--- src/sv/itra_pkg.sv ---
package itra_pkg;

    // Width of the signed input value
    localparam int VALUE_WIDTH = 32;

    // Radix field and its legal range
    localparam int RADIX_WIDTH   = 6;
    localparam int RADIX_MIN     = 2;
    localparam int RADIX_MAX     = 36;
    localparam int DECIMAL_RADIX = 10;

    // A digit value is below the radix, so it fits the radix width
    localparam int DIGIT_WIDTH = RADIX_WIDTH;
    localparam int CHAR_WIDTH  = 8;

    // Long division: quotient bits resolved per cycle, and cycles per digit
    localparam int STEP_BITS      = 8;
    localparam int DIV_CYCLES     = (VALUE_WIDTH + STEP_BITS - 1) / STEP_BITS;
    localparam int WORK_WIDTH     = DIV_CYCLES * STEP_BITS;
    localparam int STEP_CNT_WIDTH = $clog2(DIV_CYCLES + 1);

    // Digit stack: at most VALUE_WIDTH digits (binary)
    localparam int COUNT_WIDTH = $clog2(VALUE_WIDTH + 1);
    localparam int ADDR_WIDTH  = $clog2(VALUE_WIDTH);

    // ASCII codes
    localparam logic [CHAR_WIDTH-1:0] CHAR_ZERO  = 8'h30;
    localparam logic [CHAR_WIDTH-1:0] CHAR_A     = 8'h41;
    localparam logic [CHAR_WIDTH-1:0] CHAR_MINUS = 8'h2D;

    typedef enum logic [2:0] {
        ST_IDLE,
        ST_DIV,
        ST_SIGN,
        ST_PREP,
        ST_EMIT
    } itra_state_t;

    // Commands from the controller to the datapath
    typedef struct packed {
        logic load;
        logic div_step;
        logic read_digit;
        logic pop_digit;
        logic sign_sel;
    } itra_cmd_t;

    // Status from the datapath to the controller
    typedef struct packed {
        logic div_last;
        logic quot_zero;
        logic show_sign;
        logic last_digit;
    } itra_status_t;

    // Map a digit value to '0'-'9' or 'A'-'Z'
    function automatic logic [CHAR_WIDTH-1:0] digit_char(input logic [DIGIT_WIDTH-1:0] d);
        logic [CHAR_WIDTH-1:0] d_ext;
        d_ext = CHAR_WIDTH'(d);
        if (d_ext < CHAR_WIDTH'(DECIMAL_RADIX))
        begin
            return CHAR_ZERO + d_ext;
        end
        return CHAR_A + (d_ext - CHAR_WIDTH'(DECIMAL_RADIX));
    endfunction

endpackage

--- src/sv/itra_if.sv ---
// Request word: value and radix
interface itra_req_if import itra_pkg::*; ();
    logic                          valid;
    logic                          ready;
    logic signed [VALUE_WIDTH-1:0] number;
    logic [RADIX_WIDTH-1:0]        radix;

    modport source (output valid, number, radix, input ready);
    modport sink   (input valid, number, radix, output ready);
endinterface

// Text word: one character and its end-of-text flag
interface itra_text_if import itra_pkg::*; ();
    logic                  valid;
    logic                  ready;
    logic [CHAR_WIDTH-1:0] character;
    logic                  final_char;

    modport source (output valid, character, final_char, input ready);
    modport sink   (input valid, character, final_char, output ready);
endinterface

--- src/sv/itra_ctrl.sv ---
module itra_ctrl import itra_pkg::*; (
    input  logic         clk,
    input  logic         rst_n,
    input  logic         in_valid,
    output logic         in_ready,
    output logic         out_valid,
    input  logic         out_ready,
    input  itra_status_t status,
    output itra_cmd_t    cmd
);

    itra_state_t state_reg;
    itra_state_t state_next;

    // State register
    always_ff @(posedge clk or negedge rst_n)
    begin
        if (!rst_n)
        begin
            state_reg <= ST_IDLE;
        end
        else
        begin
            state_reg <= state_next;
        end
    end

    // Next state
    always_comb
    begin
        state_next = state_reg;
        case (state_reg)
            ST_IDLE:
            begin
                if (in_valid)
                begin
                    state_next = ST_DIV;
                end
            end
            ST_DIV:
            begin
                if (status.div_last && status.quot_zero)
                begin
                    state_next = status.show_sign ? ST_SIGN : ST_PREP;
                end
            end
            ST_SIGN:
            begin
                if (out_ready)
                begin
                    state_next = ST_PREP;
                end
            end
            ST_PREP:
            begin
                state_next = ST_EMIT;
            end
            ST_EMIT:
            begin
                if (out_ready)
                begin
                    state_next = status.last_digit ? ST_IDLE : ST_PREP;
                end
            end
            default:
            begin
                state_next = ST_IDLE;
            end
        endcase
    end

    // Outputs and datapath commands
    always_comb
    begin
        in_ready       = 1'b0;
        out_valid      = 1'b0;
        cmd            = '0;
        case (state_reg)
            ST_IDLE:
            begin
                in_ready = 1'b1;
                cmd.load = in_valid;
            end
            ST_DIV:
            begin
                cmd.div_step = 1'b1;
            end
            ST_SIGN:
            begin
                out_valid    = 1'b1;
                cmd.sign_sel = 1'b1;
            end
            ST_PREP:
            begin
                cmd.read_digit = 1'b1;
            end
            ST_EMIT:
            begin
                out_valid     = 1'b1;
                cmd.pop_digit = out_ready;
            end
            default:
            begin
                in_ready = 1'b0;
            end
        endcase
    end

    // A new request is never taken while text is on offer
    assert property (@(posedge clk) disable iff (!rst_n) !(in_ready && out_valid))
        else $error("request taken while text word pending");

    // A digit word is only offered after its read from the digit stack
    assert property (@(posedge clk) disable iff (!rst_n)
        (state_reg == ST_EMIT) |-> ($past(state_reg) == ST_PREP || $past(state_reg) == ST_EMIT))
        else $error("digit offered without a stack read");

endmodule

--- src/sv/itra_dp.sv ---
module itra_dp import itra_pkg::*; (
    input  logic                          clk,
    input  logic                          rst_n,
    input  itra_cmd_t                     cmd,
    output itra_status_t                  status,
    input  logic signed [VALUE_WIDTH-1:0] number,
    input  logic [RADIX_WIDTH-1:0]        radix,
    output logic [CHAR_WIDTH-1:0]         character,
    output logic                          final_char
);

    logic [WORK_WIDTH-1:0]     work_reg;
    logic [DIGIT_WIDTH-1:0]    rem_reg;
    logic [RADIX_WIDTH-1:0]    radix_reg;
    logic                      sign_reg;
    logic [STEP_CNT_WIDTH-1:0] step_cnt_reg;
    logic [COUNT_WIDTH-1:0]    count_reg;
    logic [DIGIT_WIDTH-1:0]    rd_reg;
    logic [DIGIT_WIDTH-1:0]    digit_mem [VALUE_WIDTH];

    logic [VALUE_WIDTH-1:0]    num_u;
    logic [VALUE_WIDTH-1:0]    mag_load;
    logic [RADIX_WIDTH-1:0]    radix_sat;
    logic [WORK_WIDTH-1:0]     work_next;
    logic [DIGIT_WIDTH:0]      rem_next;
    logic [COUNT_WIDTH-1:0]    count_dec;
    logic [ADDR_WIDTH-1:0]     wr_addr;
    logic [ADDR_WIDTH-1:0]     rd_addr;

    // Magnitude of the input; the most negative value maps to 2^(W-1)
    assign num_u    = $unsigned(number);
    assign mag_load = num_u[VALUE_WIDTH-1] ? (~num_u + VALUE_WIDTH'(1)) : num_u;

    // Clamp the radix to 2..36
    always_comb
    begin
        radix_sat = radix;
        if (radix < RADIX_WIDTH'(RADIX_MIN))
        begin
            radix_sat = RADIX_WIDTH'(RADIX_MIN);
        end
        else if (radix > RADIX_WIDTH'(RADIX_MAX))
        begin
            radix_sat = RADIX_WIDTH'(RADIX_MAX);
        end
    end

    // Restoring division: shift numerator bits out the top, quotient bits in the bottom
    always_comb
    begin
        work_next = work_reg;
        rem_next  = {1'b0, rem_reg};
        for (int i = 0; i < STEP_BITS; i++)
        begin
            rem_next  = {rem_next[DIGIT_WIDTH-1:0], work_next[WORK_WIDTH-1]};
            work_next = {work_next[WORK_WIDTH-2:0], 1'b0};
            if (rem_next >= {1'b0, radix_reg})
            begin
                rem_next     = rem_next - {1'b0, radix_reg};
                work_next[0] = 1'b1;
            end
        end
    end

    assign count_dec = count_reg - COUNT_WIDTH'(1);
    assign wr_addr   = count_reg[ADDR_WIDTH-1:0];
    assign rd_addr   = count_dec[ADDR_WIDTH-1:0];

    assign status.div_last   = (step_cnt_reg == STEP_CNT_WIDTH'(DIV_CYCLES - 1));
    assign status.quot_zero  = (work_next == '0);
    assign status.show_sign  = sign_reg;
    assign status.last_digit = (count_reg == COUNT_WIDTH'(1));

    // Counters
    always_ff @(posedge clk or negedge rst_n)
    begin
        if (!rst_n)
        begin
            step_cnt_reg <= '0;
            count_reg    <= '0;
        end
        else if (cmd.load)
        begin
            step_cnt_reg <= '0;
            count_reg    <= '0;
        end
        else if (cmd.div_step)
        begin
            if (status.div_last)
            begin
                step_cnt_reg <= '0;
                count_reg    <= count_reg + COUNT_WIDTH'(1);
            end
            else
            begin
                step_cnt_reg <= step_cnt_reg + STEP_CNT_WIDTH'(1);
            end
        end
        else if (cmd.pop_digit)
        begin
            count_reg <= count_dec;
        end
    end

    // Division registers; remainder restarts at zero for every digit
    always_ff @(posedge clk)
    begin
        if (cmd.load)
        begin
            work_reg  <= WORK_WIDTH'(mag_load);
            rem_reg   <= '0;
            radix_reg <= radix_sat;
            sign_reg  <= num_u[VALUE_WIDTH-1] && (radix_sat == RADIX_WIDTH'(DECIMAL_RADIX));
        end
        else if (cmd.div_step)
        begin
            work_reg <= work_next;
            rem_reg  <= status.div_last ? '0 : rem_next[DIGIT_WIDTH-1:0];
        end
    end

    // Digit stack: push least significant digit first, read back from the top
    always_ff @(posedge clk)
    begin
        if (cmd.div_step && status.div_last)
        begin
            digit_mem[wr_addr] <= rem_next[DIGIT_WIDTH-1:0];
        end
        if (cmd.read_digit)
        begin
            rd_reg <= digit_mem[rd_addr];
        end
    end

    // Text word payload
    assign character  = cmd.sign_sel ? CHAR_MINUS : digit_char(rd_reg);
    assign final_char = !cmd.sign_sel && status.last_digit;

    // The stack never overflows
    assert property (@(posedge clk) disable iff (!rst_n)
        (cmd.div_step && status.div_last) |-> (count_reg < COUNT_WIDTH'(VALUE_WIDTH)))
        else $error("digit stack overflow");

    // Reads and pops only happen with digits on the stack
    assert property (@(posedge clk) disable iff (!rst_n)
        (cmd.read_digit || cmd.pop_digit) |-> (count_reg != '0))
        else $error("digit stack underflow");

    // A read is followed by the offer of that digit
    assert property (@(posedge clk) disable iff (!rst_n)
        cmd.read_digit |=> (count_reg == $past(count_reg)) && !cmd.div_step)
        else $error("digit stack changed between read and offer");

endmodule

--- src/sv/integer_to_radix_ascii.sv ---
// Converts a signed 32-bit value to ASCII text in radix 2 to 36 (radix values
// outside that range are clamped), most significant digit first, digits above
// nine as 'A'-'Z'. A '-' leads only for negative values in radix ten; zero
// gives "0". One character per text word, the last one flagged by final_char.
// Timing: one request at a time. Long division resolves 8 quotient bits per
// cycle over the 32-bit magnitude for each digit. Each digit character is then
// read through the registered digit stack before it is offered, and text.ready
// can stall any character.
module integer_to_radix_ascii import itra_pkg::*; (
    input  logic        clk,
    input  logic        rst_n,
    itra_req_if.sink    request,
    itra_text_if.source text
);

    itra_cmd_t    cmd;
    itra_status_t status;

    itra_ctrl u_ctrl (
        .clk       (clk),
        .rst_n     (rst_n),
        .in_valid  (request.valid),
        .in_ready  (request.ready),
        .out_valid (text.valid),
        .out_ready (text.ready),
        .status    (status),
        .cmd       (cmd)
    );

    itra_dp u_dp (
        .clk        (clk),
        .rst_n      (rst_n),
        .cmd        (cmd),
        .status     (status),
        .number     (request.number),
        .radix      (request.radix),
        .character  (text.character),
        .final_char (text.final_char)
    );

endmodule
--- src/flat_wrapper.sv ---
// flat-port wrapper written by rule: the top's interface ports become plain ports
module integer_to_radix_ascii_flat import itra_pkg::*;
  (clk, rst_n, request_valid, request_number, request_radix, request_ready, text_valid, text_character, text_final_char, text_ready);
  itra_req_if request_i ();
  itra_text_if text_i ();
  input  logic clk;
  input  logic rst_n;
  input wire logic [$bits(request_i.valid)-1:0] request_valid;
  input wire logic [$bits(request_i.number)-1:0] request_number;
  input wire logic [$bits(request_i.radix)-1:0] request_radix;
  output wire logic [$bits(request_i.ready)-1:0] request_ready;
  output wire logic [$bits(text_i.valid)-1:0] text_valid;
  output wire logic [$bits(text_i.character)-1:0] text_character;
  output wire logic [$bits(text_i.final_char)-1:0] text_final_char;
  input wire logic [$bits(text_i.ready)-1:0] text_ready;
  assign request_i.valid = request_valid;
  assign request_i.number = request_number;
  assign request_i.radix = request_radix;
  assign request_ready = request_i.ready;
  assign text_valid = text_i.valid;
  assign text_character = text_i.character;
  assign text_final_char = text_i.final_char;
  assign text_i.ready = text_ready;
  integer_to_radix_ascii u_core (.clk(clk), .rst_n(rst_n), .request(request_i), .text(text_i));
endmodule
--- config.mk ---
export PLATFORM = sky130hd
export DESIGN_NAME = integer_to_radix_ascii_flat
export DESIGN_NICKNAME = d
export VERILOG_FILES = /design/src/sv/itra_pkg.sv /design/src/sv/itra_if.sv /design/src/sv/itra_ctrl.sv /design/src/sv/itra_dp.sv /design/src/sv/integer_to_radix_ascii.sv /design/src/flat_wrapper.sv
export SDC_FILE = /design/constraint.sdc
export NUM_CORES = 1
export LEC_CHECK = 0
export ABC_AREA = 1
export BUFFER_PORTS_ARGS = -buffer_cell sky130_fd_sc_hd__buf_2
export CAP_MARGIN = 25
export CORE_MARGIN = 5
export CORE_UTILIZATION = 50
export DETAILED_ROUTE_END_ITERATION = 12
export HOLD_SLACK_MARGIN = 0.08
export PLACE_DENSITY = 0.78
export SLEW_MARGIN = 20
export SYNTH_ARGS = -nofsm -noshare
export SYNTH_HDL_FRONTEND = slang
export SYNTH_HIERARCHICAL = 1
export SYNTH_SLANG_ARGS = --single-unit
--- constraint.sdc ---
create_clock -name clk -period 16.6 [get_ports clk]
set_clock_uncertainty 0.1 [all_clocks]
set_input_delay 1.66 -clock clk [delete_from_list [all_inputs] [get_ports clk]]
set_output_delay 1.66 -clock clk [all_outputs]
set_load 0.01 [all_outputs]
==> flow_summary.ini <==
[sta]
slew_headroom_pct = 28.57
tightest_slew_ps = 1071
max_freq_ghz = 0.06684
finalSetupTns_ps = 0
post-route-min-period_ps = 14960
period_share_pct = 90.12
slew_violations = 0
hold_viol = 0
rsz0062_at_grt = false
finalSetupViolCount = 0

[die]
core_mm2 = 0.02863
row_count = 62
io_pins = 53
start_util_pct = 50.44
die-area_mm2 = 0.03237
die_h_um = 179.9
die_x_um = 179.9

[synthesis]
synth_edf_count = 237
yosys_register_bits = 255
syn_area_per_cell_um2 = 9.875
synth_warnings = 6
syn_inst = 1462
netlist_area_mm2 = 0.01444
synth_flop_cell = edfxtp_1
yosys.area.top_type = edfxtp_1
syn-num-nets = 1571
yosysSeqAreaShare_pct = 52.21
ys_types = 57
synth_area_leaders = edfxtp_1 49%, nor2_1 5.4%, ha_1 5.1%
synth_top_area_share_pct = 49.29
async_flop_share_pct = 4.706

[routing]
dr.pass1.iters = 6
drt-total-wl_um = 33540
vias = 10788
ant_nets = 0
drc = 0
drt_iter0_markers = 1058
vias_per_cell = 5.717
wl_per_cell_um = 17.78

[grt]
grt-ovfl-total = 0
grt_pass1_wl_um = 53830
grt_antenna_before_repair = 0
grt_max_degree = 101
grt_util_all_layers_pct = 20.00
grt_pass1_vias = 10334

[worst_hold_path]
hold_path_class = flop to flop
hold_start = u_core/u_dp/step_cnt_reg[0]
hold_depth = 1
holdPathEnd = u_core/u_dp/step_cnt_reg[0]

[worst_setup_path]
critPathMaxFanout = 32
cp_common_cell = nand2_1
crit_start = u_core/u_dp/radix_reg[1]
reg2reg_depth = 78
max_stage_delay_ps = 850
slowest_stage = o21a_1
setup.worst_path.end_class = flop
reg2reg_to = u_core/u_dp/digit_mem[1][5]
crit_arrival_ps = 15030
rrSetupSlack_ps = 1640
worstPathRequired_ps = 16670
setup.worst_path.class = flop to flop
rr_startpoint = u_core/u_dp/radix_reg[1]
startpoint_type = flop

[clocking]
cts_buffer_depth = 3
clkLatencyLatePin_ps = 520
cts.htree.levels = 1
clock-sinks = 255
postCtsResizedCells = 0
clockRootBuffer = clkbuf_16
clk_pin_slew_ps = 60
cts_inserted_buffers = 25
cts_hold_buf = 0
cts_setup_buffers = 0
cts_tree = yes

[place]
dpl.hpwl_um = 23340
place_congestion = 0.9459
io_buffers = 52

[final_layout]
insertedDiodeCount = 0
nets = 1603
final_cell_mix = 237 x edfxtp_1, 209 x nor2_1, 195 x nand2_1, 140 x inv_1, 130 x o21ai_0
layout_commonest_cell = edfxtp_1
largest_reg_flops = 192
fillers = 2426
syn_to_final_growth_pct = 8.805
drive_above_1_share_pct = 12.18

[outcome]
status = completed

[run]
maxCapViolCount = 0
## worst max-delay path, delay by kind of cell, from the launching register on
kind / cells / cell delay [ps]
AOI/OAI and AO/OA: 27 / 5930
and+or+nand+nor: 33 / 4020
adders and majority gates: 8 / 2710
buffers and inverters: 10 / 1170
DFF: 1 / 620
## cell usage after synthesis (19+ instances only)
cell type / instances
inv_1: 140
o21ai_0: 130
mux2i_1: 19
o221ai_1: 20
xor2_1: 39
nand2_1: 195
nor2_1: 209
ha_1: 59
nand3_1: 53
a21oi_1: 32
edfxtp_1: 237
clkbuf_1: 47
o211ai_1: 21
xnor2_1: 28
o32ai_1: 29
nand2_2: 22
## cell families after synthesis
family	synth area share, %
AO/OA/AOI/OAI	12.49
XOR/XNOR	4.065
adder cells (fa/ha/maj)	6.222
multiplexers	1.317
AND/OR/NAND/NOR	17.80
buffers and inverters	5.902
flip-flops	52.21
## worst max path at each step
| stage | cells after the start | to |
|---|---|---|
| detailed placement | 78 | u_core/u_dp/digit_mem[28][2] |
| floorplan | 87 | u_core/u_dp/digit_mem[0][3] |
| CTS | 78 | u_core/u_dp/digit_mem[2][0] |
| finish | 78 | u_core/u_dp/digit_mem[1][5] |
| global placement | 78 | u_core/u_dp/digit_mem[30][0] |
| global route | 76 | u_core/u_dp/digit_mem[1][5] |
## per-stage QoR
stage / area (µm²) / setup WS [ps] / hold WS [ps] / util, % / instances
3_3_place_gp: 14950 / 2382 / 374.4 / 52.24 / 1847
5_1_grt: 15710 / 111.7 / 430.4 / 54.88 / 1887
6_report: 15710 / 1639 / 390.5 / 54.88 / 1887
4_1_cts: 15690 / 1579 / 392.0 / 54.82 / 1886
3_5_place_dp: 14990 / 1617 / 379.0 / 52.36 / 1850
2_1_floorplan: 14440 / 3839 / 348.9 / - / 1462
## per-layer routing
layer | share of wire [%] | vias up | GRT usage [%] | wire length [µm]
li1 | - | 5179 | - | -
met1 | 43 | 5151 | 27.63 | 14460
met2 | 49 | 402 | 34.53 | 16440
met3 | 5.8 | 56 | 2.041 | 1959
met4 | 2.0 | 0 | 4.328 | 677
met5 | 0 | - | 0 | 0
## final cells by class
type                    count  area, µm²  area share [%]
multi-input cells         998       6056           38.55
clock buffers              27      633.1           4.030
clock inverters             9      70.07          0.4460
well taps                 384      480.5           3.059
flip-flops and latches    255       7538           47.99
repair buffers             63      359.1           2.286
inverters                 151      571.8           3.640
Power is left out: the tool's default activity adds up to more than one toggle a clock period on the data nets, which glitch-free logic cannot reach.
